**src/design/smq_pkg.sv**
```systemverilog
// Package of the stepper move queue core: sizes, command codes, timer constants.
// No dependencies.
package smq_pkg;
   localparam int QUEUE_DEPTH = 8;
   localparam int FREQ_SCALE  = 1;
   localparam int AXES        = 3;
   localparam int QPTR_W      = $clog2(QUEUE_DEPTH);
   localparam int QFILL_W     = $clog2(QUEUE_DEPTH + 1);

   localparam logic [1:0] CMD_ADD  = 2'd0;
   localparam logic [1:0] CMD_TICK = 2'd1;
   localparam logic [1:0] CMD_STOP = 2'd2;
   localparam logic [1:0] CMD_ZERO = 2'd3;

   localparam logic [37:0] NUMER    = 38'(64'd42000000 * 64'(FREQ_SCALE));
   localparam logic [23:0] FREQ_LO  = 24'(FREQ_SCALE);
   localparam logic [23:0] FREQ_HI  = 24'(15000 * FREQ_SCALE);
endpackage

```
**src/design/stepper_move_queue_pulse_gen_core.sv**
```systemverilog
// Three-axis step/direction generator with a move ring held in a memory.
// Depends on smq_pkg.
//
// Usage: one transaction on the req_ channel yields exactly one transaction on
// the rsp_ channel. req_command selects add move, timer tick, emergency stop
// or zero positions. An add converts each axis frequency into prescale and
// reload with one shared restoring divider: a 38-bit division per axis, then
// normalization by halving. A refused add, a stop or a zeroing goes straight
// to the output register, a tick first reads the move memory, and a tick
// that dequeues passes through one more state, because the move memory has a
// registered read port.
// One item is worked on at a time: req_stall is high from acceptance until
// its result enters the output register. The output register frees the core
// while a result waits; a new item is taken only once the previous result
// has been delivered or is being delivered in that cycle. rsp_stall holds the
// result steady. Synchronous reset clears pointers, counts, positions, timer
// settings and pins (step pins idle high, motors disabled); the move memory
// is not cleared since only written slots are ever read.
module stepper_move_queue_pulse_gen_core
   import smq_pkg::*;
(
   input  logic        clock,
   input  logic        reset,
   input  logic        req_valid,
   output logic        req_stall,
   input  logic [1:0]  req_command,
   input  logic [1:0]  req_axis,
   input  logic        req_limit_hit,
   input  logic [31:0] req_steps_x,
   input  logic [31:0] req_steps_y,
   input  logic [31:0] req_steps_z,
   input  logic [23:0] req_freq_x,
   input  logic [23:0] req_freq_y,
   input  logic [23:0] req_freq_z,
   input  logic        req_dir_x,
   input  logic        req_dir_y,
   input  logic        req_dir_z,
   output logic        rsp_valid,
   input  logic        rsp_stall,
   output logic        rsp_accepted,
   output logic [3:0]  rsp_queue_fill,
   output logic        rsp_busy_res,
   output logic [2:0]  rsp_step_pins,
   output logic [2:0]  rsp_dir_pins,
   output logic        rsp_motors_enabled,
   output logic signed [31:0] rsp_axis_position,
   output logic [15:0] rsp_timer_prescale,
   output logic [15:0] rsp_timer_reload,
   output logic [2:0]  rsp_timer_loaded,
   output logic        rsp_stopped
);
   localparam logic [3:0] S_IDLE = 4'd0, S_DIV = 4'd1, S_NORM = 4'd2, S_WR = 4'd3,
                          S_RD = 4'd4, S_DQ = 4'd5, S_OUT = 4'd6;

   // One memory word: all axes of one move.
   typedef struct packed {
      logic [2:0][31:0] steps;
      logic [2:0][15:0] psc;
      logic [2:0][15:0] rld;
      logic [2:0]       dirs;
   } move_type;

   logic [3:0] state_ff;
   logic [1:0] cmd_ff, ax_ff;
   logic       lim_ff;
   logic [2:0][31:0] st_ff;
   logic [2:0][23:0] fr_ff;
   logic [2:0]       dr_ff;
   move_type         mv_ff;
   logic [1:0]  dax_ff;
   logic [5:0]  dcnt_ff;
   logic [37:0] quo_ff, rem_ff;
   logic [15:0] pre_ff;
   logic [QPTR_W-1:0]  rptr_ff, wptr_ff;
   logic [QFILL_W-1:0] fill_ff;
   logic [2:0][31:0] remain_ff, pos_ff;
   logic [2:0][15:0] apsc_ff, arld_ff;
   logic [2:0] phase_ff, run_ff, dirb_ff;
   logic       en_ff, acc_ff, stop_ff;
   logic [2:0] loaded_ff;
   logic       ovalid_ff;

   move_type mem [QUEUE_DEPTH];
   move_type rdata_ff;

   logic        accept, out_free;
   logic [23:0] fcl;
   logic [38:0] trial;
   logic        any_steps;

   assign out_free  = !ovalid_ff || !rsp_stall;
   assign req_stall = (state_ff != S_IDLE) || !out_free;
   assign accept    = req_valid && !req_stall;
   assign any_steps = (req_steps_x | req_steps_y | req_steps_z) != 32'd0;

   // Clamped frequency of the axis under division.
   always_comb begin
      fcl = fr_ff[dax_ff];
      if (fcl > FREQ_HI) fcl = FREQ_HI;
      if (fcl < FREQ_LO) fcl = FREQ_LO;
      if (fcl == 24'd0)  fcl = 24'd1;
      trial = {rem_ff, quo_ff[37]} - {15'd0, fcl};
   end

   // Move memory: one write port, one registered read port.
   always_ff @(posedge clock) begin
      if (state_ff == S_WR) mem[wptr_ff] <= mv_ff;
      rdata_ff <= mem[rptr_ff];
   end

   // Sequencer and architectural state.
   always_ff @(posedge clock) begin
      if (reset) begin
         state_ff <= S_IDLE;
         rptr_ff <= '0; wptr_ff <= '0; fill_ff <= '0;
         remain_ff <= '0; pos_ff <= '0; apsc_ff <= '0; arld_ff <= '0;
         phase_ff <= 3'b111; run_ff <= '0; dirb_ff <= '0; en_ff <= 1'b0;
         ovalid_ff <= 1'b0;
      end else begin
         if (ovalid_ff && !rsp_stall && state_ff != S_OUT) ovalid_ff <= 1'b0;
         case (state_ff)
            S_IDLE: begin
               if (accept) begin
                  cmd_ff <= req_command; ax_ff <= req_axis; lim_ff <= req_limit_hit;
                  st_ff  <= {req_steps_z, req_steps_y, req_steps_x};
                  fr_ff  <= {req_freq_z, req_freq_y, req_freq_x};
                  dr_ff  <= {req_dir_z, req_dir_y, req_dir_x};
                  acc_ff <= 1'b0; loaded_ff <= '0;
                  stop_ff <= (req_command == CMD_STOP);
                  case (req_command)
                     CMD_ADD: begin
                        if (any_steps && fill_ff < QFILL_W'(QUEUE_DEPTH)) begin
                           dax_ff <= 2'd0; dcnt_ff <= '0; rem_ff <= '0;
                           quo_ff <= NUMER;
                           state_ff <= S_DIV;
                        end else state_ff <= S_OUT;
                     end
                     CMD_TICK: state_ff <= S_RD;
                     CMD_STOP: begin
                        remain_ff <= '0; run_ff <= '0; en_ff <= 1'b0;
                        rptr_ff <= '0; wptr_ff <= '0; fill_ff <= '0;
                        state_ff <= S_OUT;
                     end
                     default: begin
                        pos_ff <= '0; state_ff <= S_OUT;
                     end
                  endcase
               end
            end
            // Restoring division, one quotient bit per cycle.
            S_DIV: begin
               if (!trial[38]) begin
                  rem_ff <= trial[37:0];
                  quo_ff <= {quo_ff[36:0], 1'b1};
               end else begin
                  rem_ff <= {rem_ff[36:0], quo_ff[37]};
                  quo_ff <= {quo_ff[36:0], 1'b0};
               end
               dcnt_ff <= dcnt_ff + 6'd1;
               pre_ff  <= 16'd1;
               if (dcnt_ff == 6'd37) state_ff <= S_NORM;
            end
            // Halve until the count fits 16 bits.
            S_NORM: begin
               if (quo_ff[37:16] != '0) begin
                  quo_ff <= quo_ff >> 1;
                  pre_ff <= {pre_ff[14:0], 1'b0};
               end else begin
                  mv_ff.psc[dax_ff] <= pre_ff - 16'd1;
                  mv_ff.rld[dax_ff] <= quo_ff[15:0];
                  if (dax_ff == 2'(AXES - 1)) begin
                     mv_ff.steps <= st_ff; mv_ff.dirs <= dr_ff;
                     state_ff <= S_WR;
                  end else begin
                     dax_ff <= dax_ff + 2'd1; dcnt_ff <= '0; rem_ff <= '0;
                     quo_ff <= NUMER; state_ff <= S_DIV;
                  end
               end
            end
            S_WR: begin
               wptr_ff <= (wptr_ff == QPTR_W'(QUEUE_DEPTH - 1)) ? '0 : wptr_ff + 1'b1;
               fill_ff <= fill_ff + 1'b1;
               acc_ff <= 1'b1; state_ff <= S_OUT;
            end
            // Tick: memory read at rptr is in flight this cycle.
            S_RD: begin
               if (lim_ff) begin
                  remain_ff <= '0; run_ff <= '0; en_ff <= 1'b0;
                  rptr_ff <= '0; wptr_ff <= '0; fill_ff <= '0;
                  stop_ff <= 1'b1; state_ff <= S_OUT;
               end else if (ax_ff >= 2'(AXES)) begin
                  state_ff <= S_OUT;
               end else if (run_ff[ax_ff]) begin
                  if (!phase_ff[ax_ff]) begin
                     if (remain_ff[ax_ff] != 0) remain_ff[ax_ff] <= remain_ff[ax_ff] - 1;
                     pos_ff[ax_ff] <= dirb_ff[ax_ff] ? pos_ff[ax_ff] + 1 : pos_ff[ax_ff] - 1;
                  end else if (remain_ff[ax_ff] == 0) run_ff[ax_ff] <= 1'b0;
                  phase_ff[ax_ff] <= !phase_ff[ax_ff];
                  state_ff <= S_OUT;
               end else if (fill_ff != '0 && run_ff == '0) state_ff <= S_DQ;
               else state_ff <= S_OUT;
            end
            S_DQ: begin
               for (int i = 0; i < AXES; i++) begin
                  remain_ff[i] <= rdata_ff.steps[i];
                  if (rdata_ff.steps[i] != 0) begin
                     run_ff[i] <= 1'b1; dirb_ff[i] <= rdata_ff.dirs[i];
                     apsc_ff[i] <= rdata_ff.psc[i]; arld_ff[i] <= rdata_ff.rld[i];
                     loaded_ff[i] <= 1'b1;
                  end
               end
               if (rdata_ff.steps != '0) en_ff <= 1'b1;
               rptr_ff <= (rptr_ff == QPTR_W'(QUEUE_DEPTH - 1)) ? '0 : rptr_ff + 1'b1;
               fill_ff <= fill_ff - 1'b1;
               state_ff <= S_OUT;
            end
            S_OUT: begin
               if (out_free) begin
                  ovalid_ff <= 1'b1;
                  rsp_accepted <= acc_ff;
                  rsp_queue_fill <= 4'(fill_ff);
                  rsp_busy_res <= (fill_ff != '0) || (run_ff != '0);
                  rsp_step_pins <= phase_ff;
                  rsp_dir_pins <= dirb_ff;
                  rsp_motors_enabled <= en_ff;
                  rsp_timer_loaded <= loaded_ff;
                  rsp_stopped <= stop_ff;
                  if (ax_ff < 2'(AXES)) begin
                     rsp_axis_position <= pos_ff[ax_ff];
                     rsp_timer_prescale <= apsc_ff[ax_ff];
                     rsp_timer_reload <= arld_ff[ax_ff];
                  end else begin
                     rsp_axis_position <= '0;
                     rsp_timer_prescale <= '0;
                     rsp_timer_reload <= '0;
                  end
                  state_ff <= S_IDLE;
               end
            end
            default: state_ff <= S_IDLE;
         endcase
      end
   end

   assign rsp_valid = ovalid_ff;
endmodule

```
**config.mk**
```make
export PLATFORM = sky130hd
export DESIGN_NAME = stepper_move_queue_pulse_gen_core
export DESIGN_NICKNAME = d
export VERILOG_FILES = /design/src/design/smq_pkg.sv /design/src/design/stepper_move_queue_pulse_gen_core.sv
export SDC_FILE = /design/constraint.sdc
export NUM_CORES = 2
export LEC_CHECK = 0
export BUFFER_PORTS_ARGS = -buffer_cell sky130_fd_sc_hd__buf_2
export CAP_MARGIN = 5
export CORE_MARGIN = 4
export CORE_UTILIZATION = 45
export DETAILED_ROUTE_END_ITERATION = 10
export PLACE_DENSITY = 0.68
export SETUP_SLACK_MARGIN = 0.3
export SLEW_MARGIN = 30
export SYNTH_ARGS = -nofsm -noshare
export SYNTH_HDL_FRONTEND = slang
export SYNTH_SLANG_ARGS = --single-unit
```
**constraint.sdc**
```tcl
create_clock -name clock -period 27.2 [get_ports clock]
set_input_delay 8.16 -clock clock [delete_from_list [all_inputs] [get_ports clock]]
set_output_delay 8.16 -clock clock [all_outputs]
set_load 0.02 [all_outputs]
```
==> qor.yml <==
min_period_over_period: 0.625
top_count_cell_post_synth: "sky130_fd_sc_hd__edfxtp_1"
clk_pin_slew_worst_paths_ns: 0.06
synthCells: 5906
top_fanout_value_on_the_critical_path: 6
synthesis_to_layout_area_growth_pct: 14.1
num-nets-final: 6497
status: "completed"
top_level_ports: 263
ys_top_cells_by_area: "sky130_fd_sc_hd__edfxtp_1, sky130_fd_sc_hd__dfxtp_1, sky130_fd_sc_hd__mux4_2"
row_count: 173
total_number_of_h_tree_levels: 5
worst_setup_path_end_kind: "output port"
postRouteWirelength_mm: 234
cts_post_setup_buffers_inserted: 0
numCtsBuffers: 283
cts-root-buf: "sky130_fd_sc_hd__clkbuf_16"
synth_cell_types: 93
placement.setup.worst_slack_ns: 10.17
postRouteAntennaNets: 0
worst-slew-pin-transition_ns: 1.04
synth_top_area_share: 0.632
drtPass1Iterations: 6
synth_seq_cells: 2622
synth-edff-count: 2115
drive_gt1_frac: 0.222
critPathArrivalTime_ns: 8.85
max-cap-violations: 0
dp_hpwl_mm: 131
grt.overflow.total: 0
clock-sinks: 2622
timing.final.max_slew_violations: 0
max-vdd-ir-drop_mv: 0.0717
synth_commonest_cells: "sky130_fd_sc_hd__edfxtp_1, sky130_fd_sc_hd__dfxtp_1, sky130_fd_sc_hd__nand2_1"
timing.critical_path.slowest_stage_cell: "sky130_fd_sc_hd__nand2_1"
postCtsHoldBufs: 0
part_of_the_yosys_area_used_for_sequential_elements: 0.733
power.density_nw_per_um2: 80.9
global_route.usage.total: 0.200
ys_warn_count: 0
gp_routability_congestion: 0.833
dieWidth_um: 481
postSynth.asyncResetShare: 0
dpl-instance-area_um2: 105000
drc: 0
cts_repair_resize_count: 0
fin_skew_ns: 0.0765
finish.instance_area_um2: 115000
synth.cell_area_um2: 101000
via_count_of_the_first_global_routing_pass: 54800
min-delay-path-class: "flip-flop to flip-flop"
starting_density_of_the_core: 0.452
clock_tree_from_tritoncts: "done"
die_h_um: 481
grt_start_max_net_pins: 182
fmax_mhz: 58.8
final_layout_worst_hold_slack_ns: 0.394
syn-mean-instance-area_um2: 17.0
design.core.area_um2: 222000
drtIter0Drc: 5691
final.setup.tns_ns: 0
global_route_wire_length_before_repair_mm: 350
post_drt_via_cell_ratio: 5.79
die_area_um2: 231000
rsz0062_at_grt: "no"
finalWorstPathRequiredPeriod_ns: 17.01
clock_insertion_delay_worst_skew_ns: 0.93
port_buffers: 262
timing.final.ws_setup_ns: 10.19
antenna_found_initial: 14
cp_slowest_stage_delay_ns: 0.30
cts_max_path_buffers: 4
worst_setup_path_start_kind: "input pin"
setup_viol: 0
post_drt_wl_per_cell_um: 24.8
report.final.hold_viol_count: 0
worstSetupPathType: "input pin to output port"
synth_top_flop_cell: "sky130_fd_sc_hd__edfxtp_1"
max-slew-margin-rel: 0.305
worstPathCellList: "buf_2 > nand2_1 > nand2_1 > buf_2"
worstPathRequired_ns: 19.04
leakage_uw: 0.0377
routed-via-count: 54700
netlist.top_cell.by_area: "sky130_fd_sc_hd__edfxtp_1"
[cells in the final DEF, fill, tap and decap left out, types with 33 or more instances in the layout]
cell                           n
sky130_fd_sc_hd__a21oi_1     234
sky130_fd_sc_hd__a22o_1       33
sky130_fd_sc_hd__a22oi_1      65
sky130_fd_sc_hd__buf_2       261
sky130_fd_sc_hd__buf_4        65
sky130_fd_sc_hd__clkbuf_1     63
sky130_fd_sc_hd__clkbuf_16   293
sky130_fd_sc_hd__clkinv_1     40
sky130_fd_sc_hd__clkinv_2     37
sky130_fd_sc_hd__dfxtp_1     504
sky130_fd_sc_hd__edfxtp_1   2115
sky130_fd_sc_hd__ha_1         67
sky130_fd_sc_hd__inv_1        35
sky130_fd_sc_hd__mux2_2      205
sky130_fd_sc_hd__mux2i_1     173
sky130_fd_sc_hd__mux4_2      390
sky130_fd_sc_hd__nand2_1     425
sky130_fd_sc_hd__nand3_1      97
sky130_fd_sc_hd__nor2_1      258
sky130_fd_sc_hd__nor3_1       53
sky130_fd_sc_hd__nor4_1       77
sky130_fd_sc_hd__o21ai_0     222
sky130_fd_sc_hd__o21ai_1      42
sky130_fd_sc_hd__xnor2_1      55
sky130_fd_sc_hd__xor2_1       58
[critical path, delay by kind of cell]
kind                   cells  cell delay [ns]
and+or+nand+nor            2             0.38
buffers and inverters      2             0.31
[where the power goes]
part	leakage, uW	switching, uW	internal [uW]
sequential	0.0233	120	4500
combinational	0.0100	572	361
clock	0.00441	1500	2230
[kinds of logic (layout without fill, tap and decap cells)]
group                      after synthesis  in the layout  synth area share
DFF                                   2622           2622             0.733
and+or+nand+nor                       1153           1153            0.0543
AOI/OAI and AO/OA                      829            829            0.0518
muxes                                  771            771             0.128
buffers and inverters                  345            888            0.0141
xor gates and xnor gates               115            115            0.0100
adders and majority gates               70             70           0.00894
other                                    1             18         0.0000373
[metal layers]
layer | vias to the layer above | track usage | part of all wire
li1 | 23900 | - | -
met1 | 28200 | 0.285 | 0.43
met2 | 2186 | 0.313 | 0.46
met3 | 437 | 0.0366 | 0.074
met4 | 0 | 0.0688 | 0.032
met5 | - | 0 | 0
[worst paths after layout]
kind	from	endpoint	slack, ns	cells after the start
setup / recovery	rsp_stall	req_stall	10.19	4
hold / removal	st_ff[79]	mv_ff[178]	0.39	0
setup reg to reg	dax_ff[1]	rem_ff[21]	20.65	21
hold reg to reg	st_ff[79]	mv_ff[178]	0.39	0
[metrics by stage]
step / util / total power, uW / cells
5_1_grt: 0.516 / 9610 / 9436
6_report: 0.516 / 9280 / 9441
3_5_place_dp: 0.474 / 5620 / 8930
2_1_floorplan: - / 5330 / 5915
4_1_cts: 0.515 / 9340 / 9426
3_3_place_gp: 0.474 / 5590 / 8926
[state kept, by name, summed over array words and instances, names as in the netlist, 48 cells and up]
name and count:
pos_ff 96, st_ff 96, apsc_ff 48, rdata_ff 195, mv_ff 195, remain_ff 96
mem 1560, arld_ff 48, fr_ff 72
[final cells by class]
| cell class | count | area, um2 |
|---|---|---|
| sequential | 2622 | 73700 |
| fill | 17600 | 108000 |
| clock buffer | 379 | 7890 |
| tap | 2975 | 3720 |
| multi-input combinational | 2948 | 25700 |
| inverter | 36 | 136 |
| timing repair buffer | 356 | 2380 |
| antenna | 8 | 20.0 |
| clock inverter | 117 | 1140 |
No activity file was read; power rests on OpenSTA's default activity.
